### config.mk
export PLATFORM = sky130hd
export DESIGN_NAME = pmc_ctrl
export DESIGN_NICKNAME = d
export VERILOG_FILES = /design/src/rtl/pmc_pkg.sv /design/src/rtl/pmc_ctrl.sv
export SDC_FILE = /design/constraint.sdc
export NUM_CORES = 1
export LEC_CHECK = 0
export ABC_CLOCK_PERIOD_IN_PS = 2800
export BUFFER_PORTS_ARGS = -buffer_cell sky130_fd_sc_hd__clkbuf_2
export CORE_AREA = 2 2 39 41
export DETAILED_ROUTE_END_ITERATION = 8
export DIE_AREA = 0 0 41 43
export GPL_ROUTABILITY_DRIVEN = 0
export MAX_ROUTING_LAYER = met4
export SKIP_LAST_GASP = 1
export SYNTH_ARGS = -nofsm -noshare
export SYNTH_HDL_FRONTEND = slang
export SYNTH_SLANG_ARGS = --single-unit
### constraint.sdc
create_clock -name clk -period 2.8 [get_ports clk]
set_input_delay 0 -clock clk [delete_from_list [all_inputs] [get_ports clk]]
set_output_delay 0 -clock clk [all_outputs]
set_load 0.005 [all_outputs]
### src/rtl/pmc_pkg.sv
// ----------------------------------------------------------------------------
// pmc_pkg
// Shared types and constants for the probe request unique address counter:
// frame control decode fields, result status codes, controller states and
// the command and status groups between controller and datapath.
// ----------------------------------------------------------------------------
package pmc_pkg;

    // Default number of address table entries.
    localparam int TABLE_DEPTH_DEF = 512;

    // Field widths fixed by the interface.
    localparam int FC_W    = 16;
    localparam int ADDR_W  = 48;
    localparam int UCOUNT_W = 10;

    // Frame control decode: type in bits 3:2, subtype in bits 7:4.
    localparam int FC_TYPE_LSB    = 2;
    localparam int FC_TYPE_MSB    = 3;
    localparam int FC_SUBTYPE_LSB = 4;
    localparam int FC_SUBTYPE_MSB = 7;
    localparam logic [1:0] TYPE_MGMT     = 2'h0;
    localparam logic [3:0] SUBTYPE_PROBE = 4'h4;

    // Result status codes.
    typedef enum logic [1:0] {
        ST_IGNORED   = 2'd0,
        ST_ADDED     = 2'd1,
        ST_DUPLICATE = 2'd2,
        ST_FULL      = 2'd3
    } status_t;

    // Controller states.
    typedef enum logic [1:0] {
        S_IDLE,
        S_CHECK,
        S_SEARCH
    } state_t;

    // Commands from controller to datapath.
    typedef struct packed {
        logic    load;    // capture the incoming item and restart the scan
        logic    scan;    // issue the next table read
        logic    write;   // append the address at the current count
        logic    finish;  // register a result with the given code
        status_t code;
    } cmd_t;

    // Status from datapath to controller.
    typedef struct packed {
        logic probe;      // captured frame is a management probe request
        logic match;      // table data read last cycle equals the address
        logic scan_done;  // all stored entries read and compared
        logic room;       // table has at least one free entry
    } sts_t;

endpackage

### src/rtl/pmc_ctrl.sv
// ----------------------------------------------------------------------------
// pmc_ctrl
// Controller for the unique address counter. Sequences decode, the linear
// table search and the final append or drop decision for each item.
// ----------------------------------------------------------------------------
module pmc_ctrl
    import pmc_pkg::*;
(
    input  logic clk,
    input  logic rst_n,
    input  logic start,
    input  sts_t sts,
    output cmd_t cmd,
    output logic busy
);

    state_t state_reg;
    state_t state_next;

    // State register.
    always_ff @(posedge clk or negedge rst_n)
    begin
        if (!rst_n)
        begin
            state_reg <= S_IDLE;
        end
        else
        begin
            state_reg <= state_next;
        end
    end

    // Next state and commands.
    always_comb
    begin
        state_next = state_reg;
        cmd        = '{load: 1'b0, scan: 1'b0, write: 1'b0, finish: 1'b0,
                       code: ST_IGNORED};
        unique case (state_reg)
            S_IDLE:
            begin
                if (start)
                begin
                    cmd.load   = 1'b1;
                    state_next = S_CHECK;
                end
            end
            S_CHECK:
            begin
                if (sts.probe)
                begin
                    state_next = S_SEARCH;
                end
                else
                begin
                    cmd.finish = 1'b1;
                    cmd.code   = ST_IGNORED;
                    state_next = S_IDLE;
                end
            end
            S_SEARCH:
            begin
                if (sts.match)
                begin
                    cmd.finish = 1'b1;
                    cmd.code   = ST_DUPLICATE;
                    state_next = S_IDLE;
                end
                else if (sts.scan_done)
                begin
                    cmd.finish = 1'b1;
                    state_next = S_IDLE;
                    if (sts.room)
                    begin
                        cmd.write = 1'b1;
                        cmd.code  = ST_ADDED;
                    end
                    else
                    begin
                        cmd.code = ST_FULL;
                    end
                end
                else
                begin
                    cmd.scan = 1'b1;
                end
            end
            default:
            begin
                state_next = S_IDLE;
            end
        endcase
    end

    assign busy = (state_reg != S_IDLE);

endmodule

# After elaboration in Yosys (flattened, before gate mapping)
# Cells that the tools add are included.
# word_totals
register_bits	2
input_bits	7
# op_classes
eq_ne	4
mux	16
reduce_logical	3
# ops
cell	n
$mux W2	7
$mux W3	2
$pmux W2 S3	1
$pmux W3 S2	1
$mux W1	4
$mux W4	1
$ne A3 B3 Y1 const B	1
$eq A2 B1 Y1 const B	1
$eq A2 B2 Y1 const B	1
$logic_not A2 Y1	1
$ne A2 B2 Y1 const B	1
$reduce_and A2 Y1	1
$reduce_bool A2 Y1	1

# Depth between registers and ports, before layout
# Gate-level depths: netlist (run 1).
# logic_depth
ltp_word	4
ltp_mapped	5
ltp_nobuf	5

# Least setup slack after synthesis (run 1)
# OpenSTA, ideal clock, no wires.
# synth_path
path_type	register -> register
from	register state_reg[0]
to	register state_reg[0]
setup_time_ps	125
arrival_ps	1242
path_slack_ps	1433
stages_incl_launch_ff	6
path_cell_list	dfrtp_1 inv_1 ha_1 nor3b_4 a21oi_2 mux2_4
# synth_between
elab_chain_cells	3
# synth_rtl
element	line	rtl
start: declaration	pmc_ctrl.sv:17	state_t state_reg;
start signal: assignment	pmc_ctrl.sv:29	state_reg <= state_next;
$eq A2 B2 Y1 or $logic_not A2 Y1 (tied branches)	pmc_ctrl.sv:39	unique case (state_reg)
$ne A3 B3 Y1 (no line) or $ne A2 B2 Y1 (tied branches)	-	
$reduce_and A2 Y1 (no line)	-	
# Several ways; a longest one is shown, not always the timed one.
# A chain may end at the register's enable or synchronous reset.

# Worst setup path in the final report (run 1)
# Same ends and word-level chain as after synthesis.

==> metrics.md, run 1 <==
| Metric | Value |
|---|---|
| Status | `completed` |
| Tightest Hold Check Type | `in -> reg` |
| Chip width | `between 40 and 50 µm` |
| Clk_lat worst skew | `roughly 220 ps` |
| Fmax | `687 MHz` |
| Total CTS buffers | `3` |
| MaxCap Viol Count | `0` |
| Syn avg cell area | `~9.1 µm²` |
| Share of layout cells above drive strength 1 | `between 40% and 50%` |
| NetSw | `approximately 0.00011 W` |
| Area of the multi-input gates | `around 160 µm²` |
| Seq pwr share | `approximately a fifth` |
| Slew headroom | `a little under 90%` |
| Hold slack | `around 30 ps` |
| Worst slew pin tran | `between 150 and 200 ps` |
| Layout area overhead | `51.9%` |
| Startpoint types | `flop` |
| Tot Pwr | `around 0.00029 W` |
| Slowest stage cell, crit path | `dfrtp_1` |
| Netlist Area Pre-Place | `between 200 and 250 µm²` |
| Clock Path Buffers | `2` |
| Crit-path cells | `inv_1 -> ha_1 -> nor3b_4 -> a21oi_2 -> mux2_4` |
| Family with the most delay on the worst path | `flip-flops` |
| Post-route ant nets | `0` |
| # Post-CTS Setup Buffers | `0` |
| Commonest cells after routing, fill and taps aside | `clkbuf_2 (13), inv_1 (5), ha_1 (4), clkbuf_4 (3)` |
| DR vias/cell | `about 3.7` |
| CTS tree | `yes` |
| 1st-pass router iterations | `4` |
| Worst Skew | `0.993 ps` |
| Die area | `about 1800 µm²` |
| First-pass GRT wire length | `690 µm` |
| Final net count | `55` |
| Syn nets | `36` |
| # fillers | `approximately 160` |
| Biggest cell delay along the critical path | `roughly 360 ps` |
| Fin crit period | `1460 ps` |
| WP data arrival | `between 1500 and 2000 ps` |
| Mapped Cells | `25` |
| Initial DRC Count | `2` |
| Tcrit/Tclk final | `a little over half` |
| Total Routing Usage GR | `under 10%` |
| WP buf/inv | `1` |
| Routed vias | `around 220` |
| Slew Viols, Final | `0` |
| CTS Sinks | `2` |
| Combinational power share | `roughly three fifths` |
| H-tree level count | `1` |
| I/O pin cnt | `14` |
| CP Max Fanout | `4` |
| Seq cells post-synth | `2` |
| RSZ-0062 raised after global routing | `false` |
| Root Buffer | `clkbuf_4` |
| Initial Util | `between 10% and 20%` |
| Reg area | `approximately 50 µm²` |
| Worst Slack Setup Final | `around 1300 ps` |
| Finished Cell Area | `344 µm²` |
| Final setup vio count | `0` |
| Leakage | `0.199 nW` |
| Place WS | `1330 ps` |
| Setup_tns | `0 ps` |
| Std cell rows | `14` |
| IO buf count | `13` |
| Max VDD drop | `a little under 0.0003 V` |
| Setup CP Type | `reg -> reg` |
| HPWL after DPL | `384 µm` |
| Vias in the first global route | `210` |
| PD cells | `between 800 and 900 nW/µm²` |
| Seq/Total Area, Yosys | `between 20 and 25%` |
| Internal Power | `between 0.00015 and 0.0002 W` |
| Routed length per placed instance | `roughly 7.7 µm` |
| Largest net degree at the start of global routing | `5` |
| Detailed-route DRC error count | `0` |
| Clock share of power | `21.7%` |
| Die Height | `around 43 µm` |
| Post_cts resized | `0` |
| Initial antenna violation count | `0` |
| Max reg flops | `2` |
| Core footprint | `around 1400 µm²` |
| Synth warn | `0` |
| Req. time, crit path | `between 2000 and 3000 ps` |
| Most common cell after layout, fill and taps aside | `clkbuf_2` |
| Final wirelength | `approximately 450 µm` |
| GR Overflow Total | `0` |
| Crit end category | `flop` |
| Placed Instance Area | `just over 300 µm²` |
| Clk slew on worst S/H paths | `roughly 30 ps` |
| Antenna diodes | `0` |
| Fin. Hold Viols | `0` |
| Netlist cell types | `15` |
| Sw frac | `37.2%` |
[power groups by stage]
stage	logic, W	registers [W]	clock network, W
after floorplan	0.000121	0.0000522	0
after global placement	0.000170	0.0000551	0
after detailed placement	0.000173	0.0000552	0
after CTS	0.000176	0.0000546	0.0000680
after global routing	0.000197	0.0000558	0.0000686
final	0.000172	0.0000539	0.0000626
[cells by family (layout without fill, tap and decap cells)]
| kind of cell | Yosys count | in the layout | share of synthesized area [%] |
|---|---|---|---|
| buf+inv | 5 | 22 | 8.29 |
| mux | 2 | 2 | 11.0 |
| fa+ha+maj | 4 | 4 | 22.1 |
| flops | 2 | 2 | 22.1 |
| compound gates | 4 | 4 | 11.6 |
| simple gates | 8 | 8 | 24.9 |
[synthesized netlist by cell type, drive strengths merged]
cell type | number | area share [%]
mux2 | 1 | 6.6
and2 | 1 | 2.8
nor3b | 1 | 8.3
ha | 4 | 22
nor2 | 2 | 3.3
mux2i | 1 | 4.4
dfrtp | 2 | 22
a21boi | 1 | 3.3
nand2b | 1 | 2.8
and3b | 1 | 4.4
nand2 | 2 | 3.3
inv | 5 | 8.3
a21oi | 2 | 6.1
o21ai | 1 | 2.2
[through the flow]
step	cells	utilization (%)
2_1_floorplan	25	-
3_3_place_gp	54	22.5
3_5_place_dp	54	22.5
4_1_cts	58	24.9
5_1_grt	58	24.9
6_report	58	24.9
[layer usage]
| metal | global-route usage, % | wire length [µm] | up-vias |
|---|---|---|---|
| met5 | - | 0 | - |
| met4 | 8.00 | 0 | 0 |
| met3 | 1.57 | 45 | 0 |
| met2 | 9.06 | 193 | 12 |
| met1 | 5.79 | 210 | 91 |
| li1 | - | - | 114 |
[worst register-to-register path, cell delays in order, from the launching register on]
cell and delay (ps):
dfrtp_1 360, inv_1 90, ha_1 240, nor3b_4 160
a21oi_2 170, mux2_4 320
[final timing paths]
path / slack [ps] / start / to / depth (start not counted)
worst min-delay path: 30 / sts[3] / state_reg[1] / 3
min in group asynchronous: 90 / rst_n / state_reg[1] / 2
max in group asynchronous: 2610 / rst_n / state_reg[0] / 2
worst max register to register: 1340 / state_reg[0] / state_reg[0] / 5
worst min register to register: 550 / state_reg[0] / state_reg[0] / 1
worst max-delay path: 1340 / state_reg[0] / state_reg[0] / 5
[area by class of cell]
class | count | share of cell area (%)
clock buffer | 3 | 6.55
timing repair buffer | 14 | 21.8
multi-input combinational | 18 | 45.8
tap | 16 | 5.82
inverter | 5 | 5.45
sequential | 2 | 14.5
[repair_timing]
action / in CTS / in global routing
hold buffers: 1 / 0
endpoints found under the setup margin: 0 / 0
hold endpoints to repair: 2 / 0
Power figures use the tool's default switching activity.
==> run 2: changes to the inputs <==
--- a/config.mk
+++ b/config.mk
@@ -5,7 +5,8 @@
 export SDC_FILE = /design/constraint.sdc
 export NUM_CORES = 1
 export LEC_CHECK = 0
-export ABC_CLOCK_PERIOD_IN_PS = 2800
+export ABC_AREA = 1
+export ABC_CLOCK_PERIOD_IN_PS = 1300
 export BUFFER_PORTS_ARGS = -buffer_cell sky130_fd_sc_hd__clkbuf_2
 export CORE_AREA = 2 2 39 41
 export DETAILED_ROUTE_END_ITERATION = 8
==> constraint.sdc (replaced) <==
create_clock -name clk -period 1.3 [get_ports clk]
set_input_delay 0 -clock clk [delete_from_list [all_inputs] [get_ports clk]]
set_output_delay 0 -clock clk [all_outputs]
set_load 0.005 [all_outputs]
==> metrics.md, run 2 <==
| Metric | Value |
|---|---|
| Seq cells post-synth | `2 (unchanged)` |
| Final wirelength | `580 µm (+29%)` |
| Top area cells in the synthesized netlist | `dfrtp_1 (23%), ha_1 (23%), inv_1 (19%), nand2_1 (19%), nand3_1 (6.8%)` |
| Tcrit/Tclk final | `102%` |
| Synth warn | `0 (unchanged)` |
| Clk_lat worst skew | `220 ps (about the same)` |
| Biggest cell delay along the critical path | `390 ps (+30 ps)` |
| Max VDD drop | `0.000790 V (+160%)` |
| CP dominant cell by count | `inv_2` |
| I/O pin cnt | `14 (unchanged)` |
| Final setup vio count | `1 (+1)` |
| HPWL after DPL | `401 µm (+4.4%)` |
| Mapped Cells | `36 (+44%)` |
| CTS Sinks | `2 (unchanged)` |
| Tightest Hold Check Type | `in -> async` |
| Antenna diodes | `0 (unchanged)` |
| Sw frac | `41.2% (+4.0 points)` |
| Internal Power | `0.000447 W (+150%)` |
| Share of layout cells above drive strength 1 | `48.2% (+0.60 points)` |
| Post-synth ARST share | `100% (unchanged)` |
| Largest net degree at the start of global routing | `5 (unchanged)` |
| Clock share of power | `18.0% (-3.7 points)` |
| Crit-path cells | `inv_2 -> ha_4 -> nand2_2 -> inv_2 -> o21ai_2 -> a21oi_1 -> buf_2` |
| RSZ-0062 raised after global routing | `true` |
| Cell taking the most area after synthesis | `dfrtp_1` |
| Fin crit period | `around 1300 ps` |
| Req. time, crit path | `1300 ps (-1600 ps)` |
| WP buf/inv | `3 (+2)` |
| Final net count | `69 (+25%)` |
| CP Max Fanout | `3 (-1)` |
| Seq pwr share | `16.3% (-2.4 points)` |
| Std cell rows | `14 (unchanged)` |
| Fin. Hold Viols | `0 (unchanged)` |
| Combinational power share | `65.7% (+6.1 points)` |
| H-tree level count | `1 (unchanged)` |
| Seq/Total Area, Yosys | `22.7% (+0.63 points)` |
| Routed vias | `280 (+29%)` |
| Fmax | `roughly 750 MHz` |
| First-pass GRT wire length | `848 µm (+23%)` |
| Final std cells w/o fill | `72 (+24%)` |
| Placed Cells | `65 (+20%)` |
| Worst slew pin tran | `145 ps (-35.8 ps)` |
| Worst Slack Setup Final | `-31.5 ps (-1380 ps)` |
| Initial antenna violation count | `0 (unchanged)` |
| Tot Pwr | `0.000760 W (+160%)` |
| Worst Skew | `0.273 ps (-0.719 ps)` |
| Synth top area share | `22.7% (+0.63 points)` |
| Initial Util | `15.9% (-0.45 points)` |
| Total CTS buffers | `3 (unchanged)` |
| Die Height | `43 µm (unchanged)` |
| MaxCap Viol Count | `0 (unchanged)` |
| Family with the most delay on the worst path | `flip-flops` |
| Most common cell after layout, fill and taps aside | `clkbuf_2` |
| Syn nets | `47 (+31%)` |
| CTS tree | `yes` |
| PD cells | `1930 nW/µm² (+130%)` |
| Clock Path Buffers | `2 (unchanged)` |
| Total Routing Usage GR | `8.56% (+2.2 points)` |
| WP data arrival | `1330 ps (-230 ps)` |
| Clk slew on worst S/H paths | `30 ps (about the same)` |
| IO buf count | `13 (unchanged)` |
| Syn avg cell area | `6.12 µm² (-32%)` |
| EDFF count, synth | `0 (unchanged)` |
| Commonest cells after routing, fill and taps aside | `clkbuf_2 (11), nand2_1 (10), inv_1 (8)` |
| Initial DRC Count | `0 (-2)` |
| Startpoint types | `flop` |
| Netlist cell types | `8 (-7)` |
| DR vias/cell | `3.89 (+3.9%)` |
| Max reg flops | `2 (unchanged)` |
| Detailed-route DRC error count | `0 (unchanged)` |
| Failing checks | `negative setup slack` |
| Layout area overhead | `79.0%` |
| Top cells by count, synth | `inv_1 (11), nand2_1 (11), ha_1 (4), nand3_1 (3)` |
| Setup CP Type | `reg -> out` |
| GR Overflow Total | `0 (unchanged)` |
| Status | `finished, violations left` |
| Die area | `1760 µm² (unchanged)` |
| Post-route ant nets | `0 (unchanged)` |
| 1st-pass router iterations | `1 (-3)` |
| Vias in the first global route | `243 (+16%)` |
| Leakage | `0.255 nW (+28%)` |
| Chip width | `41 µm (unchanged)` |
| Slowest stage cell, crit path | `dfrtp_1` |
| Hold slack | `91.5 ps (+62.3 ps)` |
| Netlist Area Pre-Place | `220 µm² (-2.8%)` |
| NetSw | `0.000313 W (+190%)` |
| Slew headroom | `90.3% (+2.4 points)` |
| Core footprint | `1380 µm² (unchanged)` |
| Routed length per placed instance | `8.06 µm (+4.3%)` |
| Crit end category | `output port` |
| Slew Viols, Final | `0 (unchanged)` |
| Root Buffer | `clkbuf_4` |
| Top_reg_cell synth | `dfrtp_1` |
## run 2: changes by cell type after synthesis, sizes merged
cell and change:
mux2i -1, nand2b -1, nor3b -1, a21boi -1, nand3 +3, inv +6, a21oi -1, mux2 -1
and3b -1, and2 -1, o21ai +1, nand2 +9
## run 2: final timing paths
| path | start | end | slack [ps] | cells past startpoint |
|---|---|---|---|---|
| setup / recovery | state_reg[1] | cmd[1] | -30 | 7 |
| hold / removal | rst_n | state_reg[1] | 90 | 2 |
| setup reg to reg | state_reg[1] | state_reg[1] | 150 | 6 |
| hold reg to reg | state_reg[1] | state_reg[1] | 560 | 2 |
| max in group asynchronous | rst_n | state_reg[0] | 1110 | 2 |
| min in group clk | sts[3] | state_reg[1] | 120 | 5 |
## run 2: area by class of cell
cell class                      count  area [µm²]
Fill cell                         162         990
Multi-Input combinational cell     23         163
Timing Repair Buffer               17        97.6
Sequential cell                     2        50.0
Inverter                           11        41.3
Clock buffer                        3        22.5
Tap cell                           16        20.0
## run 2: stage by stage
step | area, µm² | setup TNS (ps) | util, % | setup WS, ps
6_report | 394 | -31.5 | 28.5 | -31.5
5_1_grt | 394 | -197 | 28.5 | -107
4_1_cts | 379 | -36.6 | 27.4 | -36.6
3_5_place_dp | 305 | 0 | 22.1 | 104
3_3_place_gp | 305 | 0 | 22.1 | 124
2_1_floorplan | 220 | 0 | - | 293
## run 2: logic make-up (layout without fill, tap and decap cells)
group | Yosys count | in the layout | synth area share, %
flops | 2 | 2 | 22.7
compound gates | 3 | 3 | 6.82
fa+ha+maj | 4 | 4 | 22.7
simple gates | 16 | 16 | 29.0
buf+inv | 11 | 31 | 18.8
## run 2: layer usage
layer,global-route usage (%),wire (µm)
met2,10.6,285
met1,7.44,236
met3,3.14,49
met5,-,0
met4,13.3,9
## run 2: power by group through the flow
stage / clock network [W] / registers, W / logic, W
2_1_floorplan: 0 / 0.000113 / 0.000223
3_3_place_gp: 0 / 0.000119 / 0.000329
3_5_place_dp: 0 / 0.000121 / 0.000330
4_1_cts: 0.000150 / 0.000118 / 0.000459
5_1_grt: 0.000159 / 0.000124 / 0.000584
6_report: 0.000137 / 0.000124 / 0.000500
## run 2: worst reg2reg max path: stages, from the launching register on
cell and delay [ps]:
dfrtp_1 400, buf_4 160, ha_4 160, nand2_1 120, nand2_1 80, nand2_1 60, nand2_1 50
## run 2: what timing repair did
item | 4_1_cts | 5_1_grt
buffers inserted | 3 | 0
resized for setup | 7 | 6
pin swaps | 1 | 3
hold buffers | 1 | 0
hold endpoints to repair | 2 | 0
setup endpoints to repair | 2 | 3
